[src/hw/rtl/pqsr_pkg.sv]
// Types and constants shared by the priority queue modules.
package pqsr_pkg;

   localparam int ACT_W  = 2;
   localparam int PAY_W  = 16;
   localparam int PRIO_W = 8;
   localparam int STAT_W = 2;
   localparam int CNT_W  = 5;

   typedef enum logic [ACT_W-1:0] {
      ACT_ENQ = 2'd0,
      ACT_DEQ = 2'd1,
      ACT_CLR = 2'd2
   } action_type;

   typedef enum logic [STAT_W-1:0] {
      STAT_OK    = 2'd0,
      STAT_EMPTY = 2'd1,
      STAT_FULL  = 2'd2
   } status_type;

   typedef enum logic [1:0] {
      ST_IDLE,
      ST_SCAN,
      ST_SHIFT
   } state_type;

   typedef struct packed {
      logic [PRIO_W-1:0] prio;
      logic [PAY_W-1:0]  payload;
   } entry_type;

endpackage

[src/hw/rtl/pqsr_store.sv]
// Entry memory with one write port and one registered read port.
module pqsr_store
   import pqsr_pkg::*;
#(
   parameter int DEPTH = 16,
   parameter int AW    = 4
) (
   input  logic      clock,
   input  logic      wr_en,
   input  logic [AW-1:0] wr_addr,
   input  entry_type wr_data,
   input  logic      rd_en,
   input  logic [AW-1:0] rd_addr,
   output entry_type rd_data
);

   entry_type mem [DEPTH];
   entry_type rd_data_ff;

   always_ff @(posedge clock) begin
      if (wr_en) begin
         mem[wr_addr] <= wr_data;
      end
      if (rd_en) begin
         rd_data_ff <= mem[rd_addr];
      end
   end

   assign rd_data = rd_data_ff;

endmodule

[src/hw/rtl/priority_queue_scan_remove_top.sv]
// Top level of the bounded priority queue held as an unsorted array.
//
// An item is taken when start is high and busy is low, and exactly one result beat
// follows on the rsp_ ports, marked by rsp_valid for a single cycle; the receiver
// cannot stall it. Enqueue, clear, the unused action code and a dequeue on an empty
// queue never leave the idle state, so busy stays low and the result appears in the cycle after the item was taken.
// A dequeue on a non-empty queue reads the entry memory once per entry to find the
// highest priority, then moves each entry after the winner down one place through
// the same memory, and busy stays high until the result is loaded. Both passes go
// through the single memory read port. Ties go to the earliest entry.
module priority_queue_scan_remove_top
   import pqsr_pkg::*;
#(
   parameter int CAPACITY = 16
) (
   input  logic              clock,
   input  logic              reset,
   input  logic              start,
   output logic              busy,
   input  logic [ACT_W-1:0]  req_action,
   input  logic [PAY_W-1:0]  req_payload,
   input  logic [PRIO_W-1:0] req_priority_req,
   output logic              rsp_valid,
   output logic [STAT_W-1:0] rsp_status,
   output logic [PAY_W-1:0]  rsp_removed_payload,
   output logic [CNT_W-1:0]  rsp_entry_count,
   output logic              rsp_queue_empty,
   output logic              rsp_queue_full
);

   localparam int CW = $clog2(CAPACITY + 1);
   localparam int AW = (CAPACITY > 1) ? $clog2(CAPACITY) : 1;

   state_type         state_ff, state_in;
   logic [CW-1:0]     count_ff, count_in;
   logic [AW-1:0]     cmp_idx_ff, cmp_idx_in;
   logic [AW-1:0]     best_idx_ff, best_idx_in;
   logic [PRIO_W-1:0] best_prio_ff, best_prio_in;
   logic [PAY_W-1:0]  best_pay_ff, best_pay_in;
   logic [AW-1:0]     wr_ptr_ff, wr_ptr_in;

   logic              rsp_valid_ff;
   status_type        rsp_status_ff, rsp_status_in;
   logic [PAY_W-1:0]  rsp_removed_ff, rsp_removed_in;
   logic [CNT_W-1:0]  rsp_count_ff;
   logic              rsp_empty_ff, rsp_full_ff;
   logic              rsp_load;

   logic              wr_en, rd_en;
   logic [AW-1:0]     wr_addr, rd_addr;
   entry_type         wr_data, rd_data;

   logic [CW-1:0]     last_cnt;
   logic              take;
   logic [AW-1:0]     fin_idx;
   logic [PAY_W-1:0]  fin_pay;

   pqsr_store #(
      .DEPTH(CAPACITY),
      .AW   (AW)
   ) u_store (
      .clock  (clock),
      .wr_en  (wr_en),
      .wr_addr(wr_addr),
      .wr_data(wr_data),
      .rd_en  (rd_en),
      .rd_addr(rd_addr),
      .rd_data(rd_data)
   );

   assign last_cnt = count_ff - CW'(1);
   assign take     = (cmp_idx_ff == '0) || (rd_data.prio > best_prio_ff);
   assign fin_idx  = take ? cmp_idx_ff : best_idx_ff;
   assign fin_pay  = take ? rd_data.payload : best_pay_ff;

   always_ff @(posedge clock) begin
      if (reset) begin
         state_ff     <= ST_IDLE;
         count_ff     <= '0;
         rsp_valid_ff <= 1'b0;
      end else begin
         state_ff     <= state_in;
         count_ff     <= count_in;
         rsp_valid_ff <= rsp_load;
      end
   end

   always_ff @(posedge clock) begin
      cmp_idx_ff   <= cmp_idx_in;
      best_idx_ff  <= best_idx_in;
      best_prio_ff <= best_prio_in;
      best_pay_ff  <= best_pay_in;
      wr_ptr_ff    <= wr_ptr_in;
      if (rsp_load) begin
         rsp_status_ff  <= rsp_status_in;
         rsp_removed_ff <= rsp_removed_in;
         rsp_count_ff   <= CNT_W'(count_in);
         rsp_empty_ff   <= (count_in == '0);
         rsp_full_ff    <= (count_in == CW'(CAPACITY));
      end
   end

   always_comb begin
      state_in       = state_ff;
      count_in       = count_ff;
      cmp_idx_in     = cmp_idx_ff;
      best_idx_in    = best_idx_ff;
      best_prio_in   = best_prio_ff;
      best_pay_in    = best_pay_ff;
      wr_ptr_in      = wr_ptr_ff;
      wr_en          = 1'b0;
      wr_addr        = '0;
      wr_data        = '{prio: req_priority_req, payload: req_payload};
      rd_en          = 1'b0;
      rd_addr        = '0;
      rsp_load       = 1'b0;
      rsp_status_in  = STAT_OK;
      rsp_removed_in = '0;
      case (state_ff)
         ST_IDLE: begin
            if (start) begin
               case (req_action)
                  ACT_ENQ: begin
                     rsp_load = 1'b1;
                     if (count_ff == CW'(CAPACITY)) begin
                        rsp_status_in = STAT_FULL;
                     end else begin
                        wr_en    = 1'b1;
                        wr_addr  = AW'(count_ff);
                        count_in = count_ff + CW'(1);
                     end
                  end
                  ACT_DEQ: begin
                     if (count_ff == '0) begin
                        rsp_load      = 1'b1;
                        rsp_status_in = STAT_EMPTY;
                     end else begin
                        rd_en      = 1'b1;
                        rd_addr    = '0;
                        cmp_idx_in = '0;
                        state_in   = ST_SCAN;
                     end
                  end
                  ACT_CLR: begin
                     rsp_load = 1'b1;
                     count_in = '0;
                  end
                  default: begin
                     rsp_load = 1'b1;
                  end
               endcase
            end
         end
         ST_SCAN: begin
            best_idx_in  = fin_idx;
            best_pay_in  = fin_pay;
            best_prio_in = take ? rd_data.prio : best_prio_ff;
            if (CW'(cmp_idx_ff) == last_cnt) begin
               if (CW'(fin_idx) == last_cnt) begin
                  count_in       = last_cnt;
                  rsp_load       = 1'b1;
                  rsp_removed_in = fin_pay;
                  state_in       = ST_IDLE;
               end else begin
                  rd_en     = 1'b1;
                  rd_addr   = fin_idx + AW'(1);
                  wr_ptr_in = fin_idx;
                  state_in  = ST_SHIFT;
               end
            end else begin
               rd_en      = 1'b1;
               rd_addr    = cmp_idx_ff + AW'(1);
               cmp_idx_in = cmp_idx_ff + AW'(1);
            end
         end
         ST_SHIFT: begin
            wr_en   = 1'b1;
            wr_addr = wr_ptr_ff;
            wr_data = rd_data;
            if (CW'(wr_ptr_ff) == count_ff - CW'(2)) begin
               count_in       = last_cnt;
               rsp_load       = 1'b1;
               rsp_removed_in = best_pay_ff;
               state_in       = ST_IDLE;
            end else begin
               rd_en     = 1'b1;
               rd_addr   = wr_ptr_ff + AW'(2);
               wr_ptr_in = wr_ptr_ff + AW'(1);
            end
         end
         default: begin
            state_in = ST_IDLE;
         end
      endcase
   end

   assign busy                = (state_ff != ST_IDLE);
   assign rsp_valid           = rsp_valid_ff;
   assign rsp_status          = rsp_status_ff;
   assign rsp_removed_payload = rsp_removed_ff;
   assign rsp_entry_count     = rsp_count_ff;
   assign rsp_queue_empty     = rsp_empty_ff;
   assign rsp_queue_full      = rsp_full_ff;

   a_count_bound: assert property (@(posedge clock) disable iff (reset)
      count_ff <= CW'(CAPACITY))
      else $error("Entry count exceeds the capacity.");

   a_busy_nonempty: assert property (@(posedge clock) disable iff (reset)
      busy |-> (count_ff != '0))
      else $error("Dequeue in progress on an empty queue.");

   a_shift_in_range: assert property (@(posedge clock) disable iff (reset)
      (state_ff == ST_SHIFT) |-> (CW'(wr_ptr_ff) < last_cnt))
      else $error("Shift writes beyond the held entries.");

   a_empty_flag: assert property (@(posedge clock) disable iff (reset)
      rsp_valid |-> (rsp_queue_empty == (count_ff == '0)))
      else $error("Empty flag disagrees with the held count.");

   a_deq_busy: assert property (@(posedge clock) disable iff (reset)
      (start && !busy && req_action == ACT_DEQ && count_ff != '0) |=> busy)
      else $error("Dequeue on a non-empty queue did not start a scan.");

endmodule
[config.mk]
export PLATFORM = sky130hd
export DESIGN_NAME = priority_queue_scan_remove_top
export DESIGN_NICKNAME = d
export VERILOG_FILES = /design/src/hw/rtl/pqsr_pkg.sv /design/src/hw/rtl/pqsr_store.sv /design/src/hw/rtl/priority_queue_scan_remove_top.sv
export SDC_FILE = /design/constraint.sdc
export NUM_CORES = 1
export LEC_CHECK = 0
export BUFFER_PORTS_ARGS = -buffer_cell sky130_fd_sc_hd__buf_2
export CORE_MARGIN = 2
export CORE_UTILIZATION = 62
export DETAILED_ROUTE_END_ITERATION = 8
export PLACE_DENSITY = 0.79
export SLEW_MARGIN = 10
export SYNTH_ARGS = -nofsm -noshare
export SYNTH_HDL_FRONTEND = slang
export SYNTH_HIERARCHICAL = 1
export SYNTH_SLANG_ARGS = --single-unit
[constraint.sdc]
create_clock -name clock -period 4.8 [get_ports clock]
set_clock_uncertainty 0.15 [all_clocks]
set_input_delay 0.72 -clock clock [delete_from_list [all_inputs] [get_ports clock]]
set_output_delay 0.72 -clock clock [all_outputs]
set_load 0.02 [all_outputs]
==> reports/results.tsv <==
stage	metric	value	unit
sta	slew margin rel.	51.7	%
clocking	latest clock arrival within the worst-skew pair	560	ps
sta	top achievable clock speed	220	MHz
sta	max-slew violation count	0	
global_route	wire length of the first global-routing pass	65100	um
yosys	prevailing post-synth register cell	sky130_fd_sc_hd__edfxtp_1	
cells_and_area	share of layout cells above drive strength 1	28.9	%
clocking	total clock sinks	477	
die	die boundary width	182	um
global_route	met3 Use GR	6.36	%
sta	final critical-path required period	4540	ps
yosys	syn avg cell area	18.9	um^2
yosys	sequential-to-total area share from yosys stat	72.8	%
clocking	number of buffers added to fix hold violations after cts	0	
global_route	busiest metal layer after global routing	met2	
placement	placer's final routability congestion estimate	0.864	
setup_path	Reg2Reg Setup Slack	260	ps
global_route	M2 GR Usage	43.0	%
sta	unrepaired setup endpoints after global routing	false	
die	initial standard-cell utilization of the core	62.4	%
setup_path	capture instance of the worst register-to-register path	u_store/rd_data[10]	
detailed_routing	WL/cell	27.9	um
sta	worst-margin pin slew	723	ps
sta	post-route worst setup slack	260	ps
clocking	number of clock buffers inserted by TritonCTS	47	
setup_path	critical path peak fanout	39	
detailed_routing	final antenna-violating net count	0	
placement	detailed placer's ending HPWL	24100	um
yosys	post-synth cell types	61	
placement	port buffer count	55	
yosys	synthesized netlist cell count	1035	
cells_and_area	count of nets after finishing	1191	
global_route	global router's overall resource usage	27.2	%
hold_path	number of cells traversed by the worst hold path	2	
detailed_routing	1st-iter DRT viols	1213	
detailed_routing	length of the first detailed-routing pass in iterations	7	
sta	number of failing hold endpoints at the final stage	0	
setup_path	category of the critical setup timing path	reg -> reg	
sta	share of the cycle needed by the critical path after routing	94.6	%
power_and_ir_drop	VDD IR-drop max	0.000313	V
run	total of max-cap violations	0	
detailed_routing	DRC violations left	0	
die	number of ports placed on the die boundary	56	
cells_and_area	post-route design area	22300	um^2
global_route	pin count of the biggest net entering global routing	40	
setup_path	kind of end point of the critical path	flop	
yosys	number of enable flip-flop cells after synthesis	469	
detailed_routing	total vias in the final route	10300	
setup_path	launching element of the worst setup path	u_store/rd_data[17]	
detailed_routing	number of vias per cell	6.54	
hold_path	source of the worst hold timing path	reset	
yosys	area of the mapped netlist	19600	um^2
yosys	async set-reset flop share out of synthesis	0	%
cells_and_area	synthesis-to-finish area growth	13.8	%
setup_path	number of cells on the worst reg-to-reg path	15	
hold_path	path type of the worst min-delay path	in -> reg	
clocking	CTS H-tree depth	2	
clocking	buffer depth of the longest clock path	3	
hold_path	Min-Delay Endpoint	count_ff[0]	
cells_and_area	utilization after layout	71.1	%
placement	dpl ws	241	ps
placement	number of placed instances, taps included	1483	
clocking	clock tree from TritonCTS	done	
sta	total of endpoints with negative setup slack in the final report	0	
setup_path	Critical Path AT	4690	ps
yosys	number of register bits inferred by synthesis	477	
setup_path	worst flop-to-flop path startpoint	u_store/rd_data[17]	
global_route	met1 Usage GRT	37.9	%
yosys	count of warnings emitted by yosys	6	
outcome	run status	completed	
clocking	Root Buffer	sky130_fd_sc_hd__clkbuf_16	
clocking	CTS clock-pin slew for the worst setup and hold paths	70	ps
die	die height	182	um
detailed_routing	routed wire length	44000	um
die	Core Region	31300	um^2
yosys	net count after synthesis	1088	
placement	placed instance area	20600	um^2
setup_path	Critical Path Source Type	flop	
power_and_ir_drop	Cell Pwr Density	394	nW/um^2
global_route	number of antenna violations at the first check in global routing	3	
setup_path	Required @ worst endpoint	4950	ps
die	Die Footprint	33000	um^2
die	Row Count	65	
global_route	number of global-route vias before repair	10500	
global_route	global-route congestion overflow total	0	
sta	final total negative setup slack	0	ps
cells_and_area	filler-free cell count of the finished design	1580	
power_and_ir_drop	Leakage Power	7.24	nW
## worst max path at each step
stage | to | slack (ps) | cells after the start
after global routing | u_store/rd_data[8] | 10 | 15
after floorplan | u_store/mem[0][0] | 640 | 6
after detailed placement | u_store/rd_data[1] | 240 | 15
after CTS | u_store/rd_data[1] | 140 | 15
after global placement | u_store/rd_data[5] | 340 | 15
final | u_store/rd_data[10] | 260 | 15
## routing by layer
metal | share of wire (%) | vias to the layer above
met5 | 0.030 | -
met4 | 3.1 | 2
met3 | 11 | 113
met2 | 48 | 611
met1 | 38 | 5203
li1 | - | 4407
## cells in the mapped netlist, types with 5 or more instances
library cell               instances  area share [%]
sky130_fd_sc_hd__a21oi_1          13            0.33
sky130_fd_sc_hd__a22o_1           19            0.85
sky130_fd_sc_hd__a22oi_1          51             2.0
sky130_fd_sc_hd__and2_1           22            0.70
sky130_fd_sc_hd__buf_2            14            0.36
sky130_fd_sc_hd__buf_6             6            0.35
sky130_fd_sc_hd__clkbuf_1         28            0.54
sky130_fd_sc_hd__dfxtp_1           8            0.82
sky130_fd_sc_hd__edfxtp_1        469              72
sky130_fd_sc_hd__ha_1             24             1.5
sky130_fd_sc_hd__inv_1            28            0.54
sky130_fd_sc_hd__mux2_2           42             2.4
sky130_fd_sc_hd__mux4_2           96              11
sky130_fd_sc_hd__nand2_1          58             1.1
sky130_fd_sc_hd__nand2b_1          7            0.22
sky130_fd_sc_hd__nand3_1          12            0.31
sky130_fd_sc_hd__nor2_1           30            0.58
sky130_fd_sc_hd__nor2b_1          11            0.35
sky130_fd_sc_hd__nor3_1            6            0.15
sky130_fd_sc_hd__o21a_1            5            0.19
sky130_fd_sc_hd__o21ai_0           6            0.15
sky130_fd_sc_hd__xnor2_1          13            0.58
sky130_fd_sc_hd__xor2_1            7            0.31
## cell usage in the layout, fill, tap and decap left out, types with 5 or more instances in the layout
master	n
sky130_fd_sc_hd__mux2_2	42
sky130_fd_sc_hd__nand3_1	12
sky130_fd_sc_hd__bufinv_16	7
sky130_fd_sc_hd__clkbuf_16	49
sky130_fd_sc_hd__a21oi_1	12
sky130_fd_sc_hd__nor2_1	17
sky130_fd_sc_hd__inv_1	28
sky130_fd_sc_hd__clkinv_2	5
sky130_fd_sc_hd__ha_1	23
sky130_fd_sc_hd__and2_1	22
sky130_fd_sc_hd__buf_2	55
sky130_fd_sc_hd__clkbuf_1	8
sky130_fd_sc_hd__nand2_1	58
sky130_fd_sc_hd__nor2_4	10
sky130_fd_sc_hd__buf_4	43
sky130_fd_sc_hd__mux4_2	96
sky130_fd_sc_hd__nor2b_1	9
sky130_fd_sc_hd__o21ai_0	6
sky130_fd_sc_hd__edfxtp_1	469
sky130_fd_sc_hd__a22oi_1	50
sky130_fd_sc_hd__xnor2_1	13
sky130_fd_sc_hd__clkinv_1	16
sky130_fd_sc_hd__buf_12	6
sky130_fd_sc_hd__nand2b_1	7
sky130_fd_sc_hd__xor2_1	7
sky130_fd_sc_hd__a22o_1	19
sky130_fd_sc_hd__dfxtp_1	8
## registers in the layout, summed over array words and instances (netlist names), 4 cells and up
register	count
wr_ptr_ff	4
best_pay_ff	16
u_store/rd_data	24
u_store/mem	384
rsp_entry_count	5
rsp_removed_payload	16
best_prio_ff	8
cmp_idx_ff	4
best_idx_ff	4
count_ff	5
## power breakdown
group	internal, mW	total [mW]	leakage [nW]	switching, mW
clock network	2.23	3.76	0.767	1.52
logic	0.124	0.354	2.15	0.229
registers	4.63	4.67	4.32	0.0309
total	6.99	8.78	7.24	1.78
## logic make-up after synthesis
family,count (synthesis),synth area share (%)
AOI/OAI and AO/OA,126,4.98
xor gates and xnor gates,20,0.896
adders and majority gates,24,1.54
buffers and inverters,79,1.86
DFF,477,72.8
muxes,141,13.6
and+or+nand+nor,168,4.26
## worst max-delay path: stages, from the launching register on
cell and delay (ps):
sky130_fd_sc_hd__edfxtp_1 460, sky130_fd_sc_hd__ha_1 330, sky130_fd_sc_hd__nor2b_1 120, sky130_fd_sc_hd__o211ai_1 130, sky130_fd_sc_hd__a211o_1 330, sky130_fd_sc_hd__and3_1 220
sky130_fd_sc_hd__o22a_1 230, sky130_fd_sc_hd__a2111o_1 430, sky130_fd_sc_hd__or2_1 260, sky130_fd_sc_hd__nand3_1 170, sky130_fd_sc_hd__nor2_1 70, sky130_fd_sc_hd__o21a_4 410
sky130_fd_sc_hd__buf_4 290, sky130_fd_sc_hd__mux4_2 300, sky130_fd_sc_hd__a22oi_1 250, sky130_fd_sc_hd__nand2_1 100
## timing repair
item / in CTS / in global routing
setup endpoints to repair: 0 / 21
setup buffers: 0 / 8
resized for setup: 0 / 2
## metrics by stage
step,total power [mW],hold slack (ps)
2_1_floorplan,4.97,294
3_3_place_gp,5.09,331
3_5_place_dp,5.10,331
4_1_cts,8.81,286
5_1_grt,8.99,307
6_report,8.78,307
## final cells by class
type                       instances  area, um^2
clock inverter                    29         315
antenna                            3        7.51
clock buffer                      57        1260
timing repair buffer             104         718
sequential                       477       14200
tap                              402         503
inverter                          29         109
fill                            1857        9060
multi-input combinational        479        5100
(Power assumes the default switching activity.)
